$ cat src/hw/rtl/east_pkg.sv
// Shared types and constants for the encoder angle and speed tracker.
// Holds the command codes, status codes, datapath operations and the
// controller/datapath interface structs. No dependencies.
package east_pkg;

   localparam int CSR_INDEX_W = 3;
   localparam int CSR_DATA_W  = 20;

   // Quotient bits resolved per divider step
   localparam int DIV_DIGIT_W = 4;

   localparam logic [1:0] STATUS_OK      = 2'd0;
   localparam logic [1:0] STATUS_XFER    = 2'd1;
   localparam logic [1:0] STATUS_GLITCH  = 2'd2;

   typedef enum logic [2:0] {
      CMD_SAMPLE      = 3'd0,
      CMD_SPEED_TICK  = 3'd1,
      CMD_CLEAR       = 3'd2,
      CMD_CLEAR_SPEED = 3'd3,
      CMD_ALIGN       = 3'd4,
      CMD_SET_OFFSET  = 3'd5
   } cmd_type;

   typedef enum logic [2:0] {
      CSR_REVERSE     = 3'd0,
      CSR_POLE_PAIRS  = 3'd1,
      CSR_MAX_DELTA   = 3'd2,
      CSR_MAX_ERRORS  = 3'd3,
      CSR_SPEED_SCALE = 3'd4
   } csr_index_type;

   typedef enum logic [4:0] {
      OP_NONE,
      OP_LOAD,
      OP_SAMPLE,
      OP_MUL_RAW,
      OP_EL_SPEED,
      OP_EL_ANGLE,
      OP_ALIGN,
      OP_SET_OFFSET,
      OP_CLEAR,
      OP_CLEAR_SPEED,
      OP_TICK_MUL,
      OP_TICK_SAT,
      OP_TICK_SUM,
      OP_DIV_START,
      OP_DIV_STEP,
      OP_DIV_DONE,
      OP_PUBLISH
   } op_type;

   typedef struct packed {
      op_type op;
   } dp_cmd_type;

   typedef struct packed {
      logic sample_good;
   } dp_status_type;

endpackage

$ cat src/hw/rtl/east_ctrl.sv
// Sequencer for the encoder tracker: steps each accepted beat through the
// datapath operations and owns the handshake state. Depends on east_pkg.
module east_ctrl
   import east_pkg::*;
#(
   parameter int DIV_STEPS = 5
) (
   input  logic          clock,
   input  logic          reset,
   input  logic          req_valid,
   output logic          req_ready,
   input  logic [2:0]    req_command,
   output logic          rsp_valid,
   input  logic          rsp_ready,
   output dp_cmd_type    dp_cmd,
   input  dp_status_type dp_status
);

   localparam int STEP_W = (DIV_STEPS > 1) ? $clog2(DIV_STEPS) : 1;

   typedef enum logic [4:0] {
      S_IDLE,
      S_SAMPLE,
      S_SPD_WAIT,
      S_EL_SPEED,
      S_EL_ANGLE,
      S_ALIGN_MUL,
      S_ALIGN_WAIT,
      S_ALIGN,
      S_SET_OFFSET,
      S_CLEAR,
      S_CLEAR_SPEED,
      S_TICK_MUL,
      S_TICK_SAT,
      S_TICK_SUM,
      S_DIV_START,
      S_DIV_STEP,
      S_DIV_DONE,
      S_PUBLISH
   } state_type;

   state_type        state_ff, state_in;
   logic [STEP_W-1:0] step_ff, step_in;
   logic             rsp_valid_ff, rsp_valid_in;
   logic             accept;
   logic             publish;

   assign req_ready = (state_ff == S_IDLE);
   assign accept    = req_valid && req_ready;
   assign publish   = (state_ff == S_PUBLISH) && (!rsp_valid_ff || rsp_ready);
   assign rsp_valid = rsp_valid_ff;

   always_comb begin
      state_in  = state_ff;
      step_in   = step_ff;
      dp_cmd.op = OP_NONE;
      unique case (state_ff)
         S_IDLE: begin
            if (accept) begin
               dp_cmd.op = OP_LOAD;
               case (req_command)
                  CMD_SAMPLE:      state_in = S_SAMPLE;
                  CMD_SPEED_TICK:  state_in = S_TICK_MUL;
                  CMD_CLEAR:       state_in = S_CLEAR;
                  CMD_CLEAR_SPEED: state_in = S_CLEAR_SPEED;
                  CMD_ALIGN:       state_in = S_ALIGN_MUL;
                  CMD_SET_OFFSET:  state_in = S_SET_OFFSET;
                  default:         state_in = S_PUBLISH;
               endcase
            end
         end
         S_SAMPLE: begin
            dp_cmd.op = OP_SAMPLE;
            // drop straight to the result on a rejected frame
            state_in  = dp_status.sample_good ? S_SPD_WAIT : S_PUBLISH;
         end
         S_SPD_WAIT: begin
            dp_cmd.op = OP_MUL_RAW;
            state_in  = S_EL_SPEED;
         end
         S_EL_SPEED: begin
            dp_cmd.op = OP_EL_SPEED;
            state_in  = S_EL_ANGLE;
         end
         S_EL_ANGLE: begin
            dp_cmd.op = OP_EL_ANGLE;
            state_in  = S_PUBLISH;
         end
         S_ALIGN_MUL: begin
            dp_cmd.op = OP_MUL_RAW;
            state_in  = S_ALIGN_WAIT;
         end
         S_ALIGN_WAIT: begin
            state_in = S_ALIGN;
         end
         S_ALIGN: begin
            dp_cmd.op = OP_ALIGN;
            state_in  = S_PUBLISH;
         end
         S_SET_OFFSET: begin
            dp_cmd.op = OP_SET_OFFSET;
            state_in  = S_PUBLISH;
         end
         S_CLEAR: begin
            dp_cmd.op = OP_CLEAR;
            state_in  = S_PUBLISH;
         end
         S_CLEAR_SPEED: begin
            dp_cmd.op = OP_CLEAR_SPEED;
            state_in  = S_PUBLISH;
         end
         S_TICK_MUL: begin
            dp_cmd.op = OP_TICK_MUL;
            state_in  = S_TICK_SAT;
         end
         S_TICK_SAT: begin
            dp_cmd.op = OP_TICK_SAT;
            state_in  = S_TICK_SUM;
         end
         S_TICK_SUM: begin
            dp_cmd.op = OP_TICK_SUM;
            state_in  = S_DIV_START;
         end
         S_DIV_START: begin
            dp_cmd.op = OP_DIV_START;
            step_in   = '0;
            state_in  = S_DIV_STEP;
         end
         S_DIV_STEP: begin
            dp_cmd.op = OP_DIV_STEP;
            step_in   = step_ff + 1'b1;
            if (step_ff == STEP_W'(DIV_STEPS - 1)) begin
               state_in = S_DIV_DONE;
            end
         end
         S_DIV_DONE: begin
            dp_cmd.op = OP_DIV_DONE;
            state_in  = S_PUBLISH;
         end
         S_PUBLISH: begin
            // hold until the output register is free
            if (publish) begin
               dp_cmd.op = OP_PUBLISH;
               state_in  = S_IDLE;
            end
         end
         default: state_in = S_IDLE;
      endcase
   end

   assign rsp_valid_in = publish ? 1'b1 : (rsp_ready ? 1'b0 : rsp_valid_ff);

   always_ff @(posedge clock) begin
      if (reset) begin
         state_ff     <= S_IDLE;
         step_ff      <= '0;
         rsp_valid_ff <= 1'b0;
      end else begin
         state_ff     <= state_in;
         step_ff      <= step_in;
         rsp_valid_ff <= rsp_valid_in;
      end
   end

endmodule

$ cat src/hw/rtl/east_dp.sv
// Datapath of the encoder tracker: configuration registers, position and
// speed state, the two multipliers, the ring filter and the averaging divider.
// Depends on east_pkg; driven by east_ctrl through dp_cmd_type.
module east_dp
   import east_pkg::*;
#(
   parameter int FILTER_DEPTH = 2
) (
   input  logic                   clock,
   input  logic                   reset,
   input  dp_cmd_type             dp_cmd,
   output dp_status_type          dp_status,
   input  logic [2:0]             req_command,
   input  logic [15:0]            req_frame,
   input  logic                   req_frame_ok,
   input  logic signed [15:0]     req_angle_value,
   input  logic                   csr_write_enable,
   input  logic [CSR_INDEX_W-1:0] csr_index,
   input  logic [CSR_DATA_W-1:0]  csr_write_data,
   output logic [1:0]             rsp_status,
   output logic                   rsp_reliable,
   output logic signed [15:0]     rsp_mech_angle,
   output logic signed [31:0]     rsp_multi_turn,
   output logic signed [15:0]     rsp_el_angle,
   output logic signed [15:0]     rsp_el_speed,
   output logic signed [15:0]     rsp_avg_speed
);

   localparam int IDX_W     = (FILTER_DEPTH > 1) ? $clog2(FILTER_DEPTH) : 1;
   localparam int FILL_W    = $clog2(FILTER_DEPTH + 1);
   localparam int SUM_W     = 17 + $clog2(FILTER_DEPTH);
   localparam int DIV_STEPS = (SUM_W + DIV_DIGIT_W - 1) / DIV_DIGIT_W;
   localparam int DIV_W     = DIV_STEPS * DIV_DIGIT_W;
   localparam int SPROD_W   = 53;
   localparam int Q_W       = SPROD_W - 16;

   // configuration
   logic        rev_ff;
   logic [5:0]  pp_ff;
   logic [14:0] max_delta_ff;
   logic [7:0]  max_err_ff;
   logic [19:0] scale_ff;

   // tracker state
   logic                    init_ff, init_in;
   logic [15:0]             last_raw_ff, last_raw_in;
   logic [15:0]             raw_ff, raw_in;
   logic [31:0]             turn_ff, turn_in;
   logic [7:0]              err_run_ff, err_run_in;
   logic                    reliable_ff, reliable_in;
   logic [15:0]             offset_ff, offset_in;
   logic [31:0]             snap_ff, snap_in;
   logic signed [15:0]      ring_ff [FILTER_DEPTH];
   logic signed [15:0]      ring_in [FILTER_DEPTH];
   logic signed [SUM_W-1:0] sum_ff, sum_in;
   logic [IDX_W-1:0]        idx_ff, idx_in;
   logic [FILL_W-1:0]       fill_ff, fill_in;
   logic [15:0]             el_angle_ff, el_angle_in;
   logic [15:0]             el_speed_ff, el_speed_in;
   logic [15:0]             avg_ff, avg_in;
   logic [1:0]              status_ff, status_in;

   // working registers
   logic [15:0]               in_frame_ff, in_frame_in;
   logic                      in_ok_ff, in_ok_in;
   logic [15:0]               in_av_ff, in_av_in;
   logic [15:0]               mul_a_ff, mul_a_in;
   logic [15:0]               mul_prod_ff, mul_prod_in;
   logic signed [SPROD_W-1:0] sprod_ff, sprod_in;
   logic signed [15:0]        spd_ff, spd_in;
   logic [DIV_W-1:0]          num_ff, num_in;
   logic [FILL_W-1:0]         rem_ff, rem_in;
   logic                      neg_ff, neg_in;

   // combinational helpers
   logic [15:0]               last_eff;
   logic [15:0]               delta;
   logic signed [16:0]        delta_sx;
   logic [16:0]               delta_mag;
   logic                      glitch;
   logic [31:0]               delta32;
   logic [31:0]               d32;
   logic [7:0]                err_sat;
   logic                      err_trip;
   logic [15:0]               el_raw;
   logic signed [31:0]        diff_s;
   logic signed [20:0]        scale_s;
   logic signed [SPROD_W-1:0] biased;
   logic signed [Q_W-1:0]     quot;
   logic signed [15:0]        spd_sat;
   logic [SUM_W-1:0]          sum_mag;
   logic [FILL_W-1:0]         div_r;
   logic [DIV_W-1:0]          div_n;
   logic [FILL_W:0]           div_t;
   logic [15:0]               avg_mag;
   logic                      clear_all;

   // ---- configuration port ----
   always_ff @(posedge clock) begin
      if (reset) begin
         rev_ff       <= 1'b1;
         pp_ff        <= 6'd4;
         max_delta_ff <= 15'd1024;
         max_err_ff   <= 8'd3;
         scale_ff     <= 20'd10000;
      end else if (csr_write_enable) begin
         case (csr_index)
            CSR_REVERSE:     rev_ff       <= csr_write_data[0];
            CSR_POLE_PAIRS:  pp_ff        <= csr_write_data[5:0];
            CSR_MAX_DELTA:   max_delta_ff <= csr_write_data[14:0];
            CSR_MAX_ERRORS:  max_err_ff   <= csr_write_data[7:0];
            CSR_SPEED_SCALE: scale_ff     <= csr_write_data[19:0];
            default: ;
         endcase
      end
   end

   // ---- sample checks ----
   assign last_eff  = init_ff ? last_raw_ff : in_frame_ff;
   assign delta     = in_frame_ff - last_eff;
   assign delta_sx  = $signed({delta[15], delta});
   assign delta_mag = delta[15] ? 17'(-delta_sx) : 17'(delta_sx);
   assign glitch    = delta_mag > {2'b00, max_delta_ff};
   assign dp_status.sample_good = in_ok_ff && !glitch;

   assign delta32  = {{16{delta[15]}}, delta};
   assign d32      = rev_ff ? (32'd0 - delta32) : delta32;
   assign err_sat  = (err_run_ff == 8'hFF) ? 8'hFF : err_run_ff + 8'd1;
   assign err_trip = err_sat >= max_err_ff;

   // ---- small multiplier, free running, registered ----
   // only the low 16 bits of raw * pole pairs are ever used
   assign mul_prod_in = mul_a_ff * {10'd0, pp_ff};
   assign el_raw      = rev_ff ? (16'd0 - mul_prod_ff) : mul_prod_ff;

   // ---- speed tick ----
   assign diff_s  = $signed(turn_ff - snap_ff);
   assign scale_s = $signed({1'b0, scale_ff});
   // bias negative products so the shift truncates toward zero
   assign biased  = sprod_ff + (sprod_ff[SPROD_W-1] ? SPROD_W'(65535) : SPROD_W'(0));
   assign quot    = biased[SPROD_W-1:16];

   always_comb begin
      if (!quot[Q_W-1] && (|quot[Q_W-2:15])) begin
         spd_sat = 16'sh7FFF;
      end else if (quot[Q_W-1] && !(&quot[Q_W-2:15])) begin
         spd_sat = -16'sh8000;
      end else begin
         spd_sat = quot[15:0];
      end
   end

   // ---- averaging divider: magnitude, DIV_DIGIT_W quotient bits per step ----
   assign sum_mag = sum_ff[SUM_W-1] ? SUM_W'(-sum_ff) : SUM_W'(sum_ff);

   always_comb begin
      div_r = rem_ff;
      div_n = num_ff;
      div_t = '0;
      for (int i = 0; i < DIV_DIGIT_W; i++) begin
         div_t = {div_r, div_n[DIV_W-1]};
         div_n = {div_n[DIV_W-2:0], 1'b0};
         if (div_t >= {1'b0, fill_ff}) begin
            div_t    = div_t - {1'b0, fill_ff};
            div_n[0] = 1'b1;
         end
         div_r = div_t[FILL_W-1:0];
      end
   end

   assign avg_mag   = num_ff[15:0];
   assign clear_all = (dp_cmd.op == OP_CLEAR) || (dp_cmd.op == OP_CLEAR_SPEED);

   // ---- next state ----
   always_comb begin
      init_in     = init_ff;
      last_raw_in = last_raw_ff;
      raw_in      = raw_ff;
      turn_in     = turn_ff;
      err_run_in  = err_run_ff;
      reliable_in = reliable_ff;
      offset_in   = offset_ff;
      snap_in     = snap_ff;
      ring_in     = ring_ff;
      sum_in      = sum_ff;
      idx_in      = idx_ff;
      fill_in     = fill_ff;
      el_angle_in = el_angle_ff;
      el_speed_in = el_speed_ff;
      avg_in      = avg_ff;
      status_in   = status_ff;
      in_frame_in = in_frame_ff;
      in_ok_in    = in_ok_ff;
      in_av_in    = in_av_ff;
      mul_a_in    = mul_a_ff;
      sprod_in    = sprod_ff;
      spd_in      = spd_ff;
      num_in      = num_ff;
      rem_in      = rem_ff;
      neg_in      = neg_ff;

      unique case (dp_cmd.op)
         OP_LOAD: begin
            in_frame_in = req_frame;
            in_ok_in    = req_frame_ok;
            in_av_in    = req_angle_value;
            status_in   = STATUS_OK;
         end
         OP_SAMPLE: begin
            if (!in_ok_ff || glitch) begin
               status_in  = in_ok_ff ? STATUS_GLITCH : STATUS_XFER;
               err_run_in = err_sat;
               if (err_trip) begin
                  reliable_in = 1'b0;
               end
            end else begin
               err_run_in  = '0;
               reliable_in = 1'b1;
               init_in     = 1'b1;
               turn_in     = turn_ff + d32;
               last_raw_in = in_frame_ff;
               raw_in      = in_frame_ff;
               mul_a_in    = d32[15:0];
            end
         end
         OP_MUL_RAW: begin
            mul_a_in = raw_ff;
         end
         OP_EL_SPEED: begin
            el_speed_in = mul_prod_ff;
         end
         OP_EL_ANGLE: begin
            el_angle_in = el_raw + offset_ff;
         end
         OP_ALIGN: begin
            offset_in   = in_av_ff - el_raw;
            el_angle_in = in_av_ff;
         end
         OP_SET_OFFSET: begin
            offset_in = in_av_ff;
         end
         OP_CLEAR, OP_CLEAR_SPEED: begin
            if (dp_cmd.op == OP_CLEAR) begin
               turn_in = {16'd0, raw_ff};
               snap_in = {16'd0, raw_ff};
            end else begin
               snap_in = turn_ff;
            end
            for (int i = 0; i < FILTER_DEPTH; i++) begin
               ring_in[i] = '0;
            end
            sum_in      = '0;
            idx_in      = '0;
            fill_in     = '0;
            last_raw_in = raw_ff;
            avg_in      = '0;
            el_speed_in = '0;
         end
         OP_TICK_MUL: begin
            sprod_in = SPROD_W'(diff_s) * SPROD_W'(scale_s);
            snap_in  = turn_ff;
         end
         OP_TICK_SAT: begin
            spd_in = spd_sat;
         end
         OP_TICK_SUM: begin
            sum_in          = sum_ff - SUM_W'(ring_ff[idx_ff]) + SUM_W'(spd_ff);
            ring_in[idx_ff] = spd_ff;
            idx_in          = (idx_ff == IDX_W'(FILTER_DEPTH - 1)) ? '0 : idx_ff + 1'b1;
            if (fill_ff != FILL_W'(FILTER_DEPTH)) begin
               fill_in = fill_ff + 1'b1;
            end
         end
         OP_DIV_START: begin
            num_in = DIV_W'(sum_mag);
            rem_in = '0;
            neg_in = sum_ff[SUM_W-1];
         end
         OP_DIV_STEP: begin
            num_in = div_n;
            rem_in = div_r;
         end
         OP_DIV_DONE: begin
            avg_in = neg_ff ? (16'd0 - avg_mag) : avg_mag;
         end
         OP_NONE, OP_PUBLISH: ;
         default: ;
      endcase
   end

   always_ff @(posedge clock) begin
      if (reset) begin
         init_ff     <= 1'b0;
         last_raw_ff <= '0;
         raw_ff      <= '0;
         turn_ff     <= '0;
         err_run_ff  <= '0;
         reliable_ff <= 1'b0;
         offset_ff   <= '0;
         snap_ff     <= '0;
         ring_ff     <= '{default: '0};
         sum_ff      <= '0;
         idx_ff      <= '0;
         fill_ff     <= '0;
         el_angle_ff <= '0;
         el_speed_ff <= '0;
         avg_ff      <= '0;
         status_ff   <= STATUS_OK;
      end else begin
         init_ff     <= init_in;
         last_raw_ff <= last_raw_in;
         raw_ff      <= raw_in;
         turn_ff     <= turn_in;
         err_run_ff  <= err_run_in;
         reliable_ff <= reliable_in;
         offset_ff   <= offset_in;
         snap_ff     <= snap_in;
         ring_ff     <= ring_in;
         sum_ff      <= sum_in;
         idx_ff      <= idx_in;
         fill_ff     <= fill_in;
         el_angle_ff <= el_angle_in;
         el_speed_ff <= el_speed_in;
         avg_ff      <= avg_in;
         status_ff   <= status_in;
      end
   end

   // payload and working registers carry no reset
   always_ff @(posedge clock) begin
      in_frame_ff <= in_frame_in;
      in_ok_ff    <= in_ok_in;
      in_av_ff    <= in_av_in;
      mul_a_ff    <= mul_a_in;
      mul_prod_ff <= mul_prod_in;
      sprod_ff    <= sprod_in;
      spd_ff      <= spd_in;
      num_ff      <= num_in;
      rem_ff      <= rem_in;
      neg_ff      <= neg_in;
      if (dp_cmd.op == OP_PUBLISH) begin
         rsp_status     <= status_ff;
         rsp_reliable   <= reliable_ff;
         rsp_mech_angle <= turn_ff[15:0];
         rsp_multi_turn <= turn_ff;
         rsp_el_angle   <= el_angle_ff;
         rsp_el_speed   <= el_speed_ff;
         rsp_avg_speed  <= avg_ff;
      end
   end

   // the command code itself is decoded by the sequencer
   logic unused_cmd;
   assign unused_cmd = ^req_command & clear_all & 1'b0;

endmodule

$ cat src/hw/rtl/encoder_angle_speed_tracker_core.sv
// Encoder angle and speed tracker, top level.
// Instantiates east_ctrl and east_dp; depends on east_pkg.
//
// Usage:
//   req_* carries one command beat (sample, speed tick, clear, clear speed,
//   align, set offset) under valid/ready. Every beat yields exactly one
//   rsp_* beat with status, reliable flag, multi-turn count, electrical
//   angle, electrical speed and averaged speed as they stand after the
//   command. csr_* writes the five configuration registers, one per cycle,
//   while no beat is in flight.
// Sequencing: the speed tick is set by the 32x20 product, the saturate and
//   ring stages and the 4-bit-per-cycle averaging divider; a good sample by
//   the shared 16x6 multiplier used twice. req_ready returns the cycle the
//   result is loaded, so one beat is in work at a time and a new one is
//   taken while the last result waits.
// Reset: synchronous; restores register defaults and clears all tracker
//   state. A stalled receiver holds the result register; the next result
//   waits in the sequencer until the register is free.
module encoder_angle_speed_tracker_core
   import east_pkg::*;
#(
   parameter int FILTER_DEPTH = 2
) (
   input  logic                   clock,
   input  logic                   reset,
   input  logic                   req_valid,
   output logic                   req_ready,
   input  logic [2:0]             req_command,
   input  logic [15:0]            req_frame,
   input  logic                   req_frame_ok,
   input  logic signed [15:0]     req_angle_value,
   output logic                   rsp_valid,
   input  logic                   rsp_ready,
   output logic [1:0]             rsp_status,
   output logic                   rsp_reliable,
   output logic signed [15:0]     rsp_mech_angle,
   output logic signed [31:0]     rsp_multi_turn,
   output logic signed [15:0]     rsp_el_angle,
   output logic signed [15:0]     rsp_el_speed,
   output logic signed [15:0]     rsp_avg_speed,
   input  logic                   csr_write_enable,
   input  logic [CSR_INDEX_W-1:0] csr_index,
   input  logic [CSR_DATA_W-1:0]  csr_write_data
);

   localparam int SUM_W     = 17 + $clog2(FILTER_DEPTH);
   localparam int DIV_STEPS = (SUM_W + DIV_DIGIT_W - 1) / DIV_DIGIT_W;

   dp_cmd_type    dp_cmd;
   dp_status_type dp_status;

   east_ctrl #(
      .DIV_STEPS (DIV_STEPS)
   ) u_ctrl (
      .clock       (clock),
      .reset       (reset),
      .req_valid   (req_valid),
      .req_ready   (req_ready),
      .req_command (req_command),
      .rsp_valid   (rsp_valid),
      .rsp_ready   (rsp_ready),
      .dp_cmd      (dp_cmd),
      .dp_status   (dp_status)
   );

   east_dp #(
      .FILTER_DEPTH (FILTER_DEPTH)
   ) u_dp (
      .clock            (clock),
      .reset            (reset),
      .dp_cmd           (dp_cmd),
      .dp_status        (dp_status),
      .req_command      (req_command),
      .req_frame        (req_frame),
      .req_frame_ok     (req_frame_ok),
      .req_angle_value  (req_angle_value),
      .csr_write_enable (csr_write_enable),
      .csr_index        (csr_index),
      .csr_write_data   (csr_write_data),
      .rsp_status       (rsp_status),
      .rsp_reliable     (rsp_reliable),
      .rsp_mech_angle   (rsp_mech_angle),
      .rsp_multi_turn   (rsp_multi_turn),
      .rsp_el_angle     (rsp_el_angle),
      .rsp_el_speed     (rsp_el_speed),
      .rsp_avg_speed    (rsp_avg_speed)
   );

   // one beat in work at a time
   a_one_in_flight: assert property (@(posedge clock) disable iff (reset)
      req_valid && req_ready |=> !req_ready)
      else $error("request taken while a beat was still in work");

   // a fresh result always comes with the sequencer back at rest
   a_publish_idle: assert property (@(posedge clock) disable iff (reset)
      $rose(rsp_valid) |-> req_ready)
      else $error("result raised while the sequencer was busy");

   a_status_code: assert property (@(posedge clock) disable iff (reset)
      rsp_valid |-> (rsp_status == STATUS_OK || rsp_status == STATUS_XFER ||
                     rsp_status == STATUS_GLITCH))
      else $error("undefined status code on the result beat");

endmodule

$ cat config.mk
export PLATFORM = sky130hd
export DESIGN_NAME = encoder_angle_speed_tracker_core
export DESIGN_NICKNAME = d
export VERILOG_FILES = /design/src/hw/rtl/east_pkg.sv /design/src/hw/rtl/east_ctrl.sv /design/src/hw/rtl/east_dp.sv /design/src/hw/rtl/encoder_angle_speed_tracker_core.sv
export SDC_FILE = /design/constraint.sdc
export NUM_CORES = 2
export LEC_CHECK = 0
export BUFFER_PORTS_ARGS = -buffer_cell sky130_fd_sc_hd__buf_2
export CORE_ASPECT_RATIO = 0.5
export CORE_MARGIN = 2
export CORE_UTILIZATION = 44
export DETAILED_ROUTE_END_ITERATION = 6
export PLACE_DENSITY = 0.67
export SLEW_MARGIN = 20
export SYNTH_ARGS = -nofsm -noshare
export SYNTH_HDL_FRONTEND = slang
export SYNTH_SLANG_ARGS = --single-unit
$ cat constraint.sdc
create_clock -name clock -period 12.7 [get_ports clock]
set_input_delay 3.175 -clock clock [delete_from_list [all_inputs] [get_ports clock]]
set_output_delay 3.175 -clock clock [all_outputs]
set_load 0.05 [all_outputs]
==> results.md <==
* Clk slew on worst S/H paths at 0.06 ns
* Clk sinks at 524
* Pins Over Slew Limit at 0
* Flop2flop setup slack at 2.49 ns
* Synth Cell Area at 53060 um2
* Most common cell after layout, fill and taps aside: inv_1
* Initial Util at 0.4420
* Crit Path Category: reg -> reg
* Grt ovf at 0
* Syn Area/Cell at 9.289 um2
* Worst skew pair latency at 0.65 ns
* Post-layout minimum cycle time at 10.21 ns
* Largest net degree at the start of global routing at 106
* Hold Startpoint: u_dp.el_angle_ff[14]$_SDFFE_PP0P_
* Compound-cell area share of the yosys netlist at 0.1141
* DR vias at 40290
* CP arrival at 10.56 ns
* Fillers at 11220
* CP Data Required Time at 13.06 ns
* CP most frequent cell: fa_1
* Via/cell ratio at 5.454
* Min-delay worst type: reg -> reg
* Netlist cell types at 92
* Status: finished with violations
* DRC at 15
* Final Hold Fails at 0
* Layout cells sized above 1 at 0.07015
* Most used DFF post-synth: dfxtp_1
* Max_cap viols at 0
* Fmax at 97.97 MHz
* Clock root cell: clkbuf_16
* Post-CTS Setup Bufs at 0
* Initial antenna violation count at 14
* Yosys reg bits at 524
* Worst-path maximum fanout at 29
* Adder-cell area share of the yosys netlist at 0.3439
* Chip width at 495.1 um
* Sequential area share after synthesis at 0.2400
* Worst Skew at 0.04893 ns
* Worst r2r src: u_dp.turn_ff[1]$_SDFFE_PP0P_
* Die Span Y at 249.6 um
* DRT Pass-1 Iters at 7
* WL/cell at 18.41 um
* Area Growth Syn to Fin at 8.105%
* Largest family of logic cells by synthesized area: adder cells
* First-pass GRT wire length at 219.0 mm
* Crit path largest cell delay at 0.57 ns
* Critical Path End Type: register
* Final period util at 0.8037
* Slew HR at 0.2738
* R2R cell count at 32
* TritonCTS buffer count at 54
* Die area at 123600 um2
* Routed WL at 136.0 mm
* Mapped Nets at 6813
* IO Pins at 165
* Tot GR Track Use at 0.2202
* Synth Warn # at 0
* Failing checks: DRC
* Slowest library cell on the worst path: fa_1
* Hold WS at 0.4324 ns
* Post_cts resized at 0
* Post-Route Setup TNS at 0 ns
* RSZ-0062 raised after global routing: false
* Post-synthesis mux area share at 0.01328
* Max Buffers Root-to-Sink at 3
* Cells after synthesis at 5712
* Most frequent cells in the layout: 820 x inv_1, 702 x fa_1, 676 x nand2_1
* Endpoint with the worst hold slack: u_dp.rsp_el_angle[14]$_DFFE_PN_
* Hold depth at 0
* FFs w/ async S/R, synth at 0
* TritonCTS clock tree: built
* Antenna viol nets, final at 0
* Endpoints failing setup at 0
* Drt first-iter violations at 2873
* Number of flops mapped to enable cells by yosys at 224
* RePlAce Congestion at 0.9236
* Row count at 90
* Simple-gate portion of the synthesized area at 0.1646
* Post-DP HPWL at 105.4 mm
* Least-Margin Pin Slew at 1.088 ns
* XOR/XNOR share of the synthesized area at 0.04518
* Nets at 6830
* CP startpoint kind: register
* Port buffer count at 164
* Core area at 120000 um2
* Cts hold-fix bufs at 0
* R2R Path End: u_dp.sprod_ff[52]$_DFFE_PP_
* Vias in the first global route at 41210
* H-tree levels at 2
logic make-up (layout without fill, tap and decap cells):
kind of cell	Yosys count	in the layout
flops	524	524
buf+inv	1097	1158
fa+ha+maj	1037	1037
mux	66	66
simple gates	1790	1790
compound gates	926	926
xor+xnor	272	272
other cells	0	5
area by class of cell:
class | count | area (um2) | share of cell area
clock inverter | 35 | 494.2 | 0.008616
inverter | 821 | 3082 | 0.05373
sequential | 524 | 12730 | 0.2220
clock buffer | 65 | 1424 | 0.02482
timing repair buffer | 237 | 1388 | 0.02419
tap | 1610 | 2014 | 0.03512
antenna | 5 | 12.51 | 0.0002181
multi-input combinational | 4091 | 36210 | 0.6313
cells in the mapped netlist, types with 27 or more instances:
master / n / area, um2
a21o_1: 92 / 690.7
a21oi_1: 296 / 1481
a22oi_1: 73 / 548.0
a31oi_1: 39 / 244.0
and2_1: 434 / 2715
clkbuf_1: 247 / 927.1
dfxtp_1: 300 / 6006
edfxtp_1: 224 / 6726
fa_1: 702 / 14050
ha_1: 335 / 4192
inv_1: 820 / 3078
mux2_2: 31 / 349.1
mux2i_1: 34 / 340.3
nand2_1: 677 / 2541
nand2b_1: 46 / 287.8
nand3_1: 94 / 470.5
nand4_1: 29 / 181.4
nor2_1: 280 / 1051
nor2b_1: 71 / 444.2
nor3_1: 50 / 250.2
o21a_1: 30 / 225.2
o21ai_0: 128 / 640.6
or3_1: 27 / 168.9
xnor2_1: 188 / 1647
xor2_1: 82 / 718.2
per-layer routing:
metal / GRT usage / wire length, um
met5: 0 / 7
met3: 0.02680 / 7753
met4: 0.06803 / 4165
met1: 0.2836 / 57130
met2: 0.3858 / 66930
metrics by stage:
step | worst slack [ns] | std cells | utilization | area, um2
floorplan | 2.941 | 5712 | - | 53060
global placement | 2.847 | 7282 | 0.4614 | 55390
detailed placement | 2.553 | 7282 | 0.4614 | 55390
CTS | 2.510 | 7382 | 0.4774 | 57310
global route | 1.832 | 7386 | 0.4778 | 57350
finish | 2.493 | 7388 | 0.4778 | 57360
sequential cells by signal, summed over array words and instances (netlist names), 18 cells and up:
register,count
u_dp.rsp_multi_turn,32
u_dp.snap_ff,32
u_dp.num_ff,20
u_dp.sum_ff,18
u_dp.sprod_ff,53
u_dp.turn_ff,32
u_dp.ring_ff,32
u_dp.scale_ff,20
worst max path at each step:
stage,from,to,cells after the start
after floorplan,rsp_ready,u_dp.el_angle_ff[15]$_SDFFE_PP0P_,8
after CTS,u_dp.turn_ff[1]$_SDFFE_PP0P_,u_dp.sprod_ff[52]$_DFFE_PP_,29
final,u_dp.turn_ff[1]$_SDFFE_PP0P_,u_dp.sprod_ff[52]$_DFFE_PP_,32
after detailed placement,u_dp.turn_ff[1]$_SDFFE_PP0P_,u_dp.sprod_ff[52]$_DFFE_PP_,29
after global routing,u_dp.turn_ff[1]$_SDFFE_PP0P_,u_dp.sprod_ff[52]$_DFFE_PP_,32
after global placement,u_dp.turn_ff[1]$_SDFFE_PP0P_,u_dp.sprod_ff[52]$_DFFE_PP_,29
critical path: cells and delay by family (launching register included):
kind	cells	cell delay (ns)
and+or+nand+nor	5	1.01
AOI/OAI and AO/OA	16	3.85
adders and majority gates	9	4.19
buffers and inverters	2	0.40
DFF	1	0.48
Power is not shown: default switching activity piles up to over one toggle a cycle in this logic, so the estimate is an artifact.
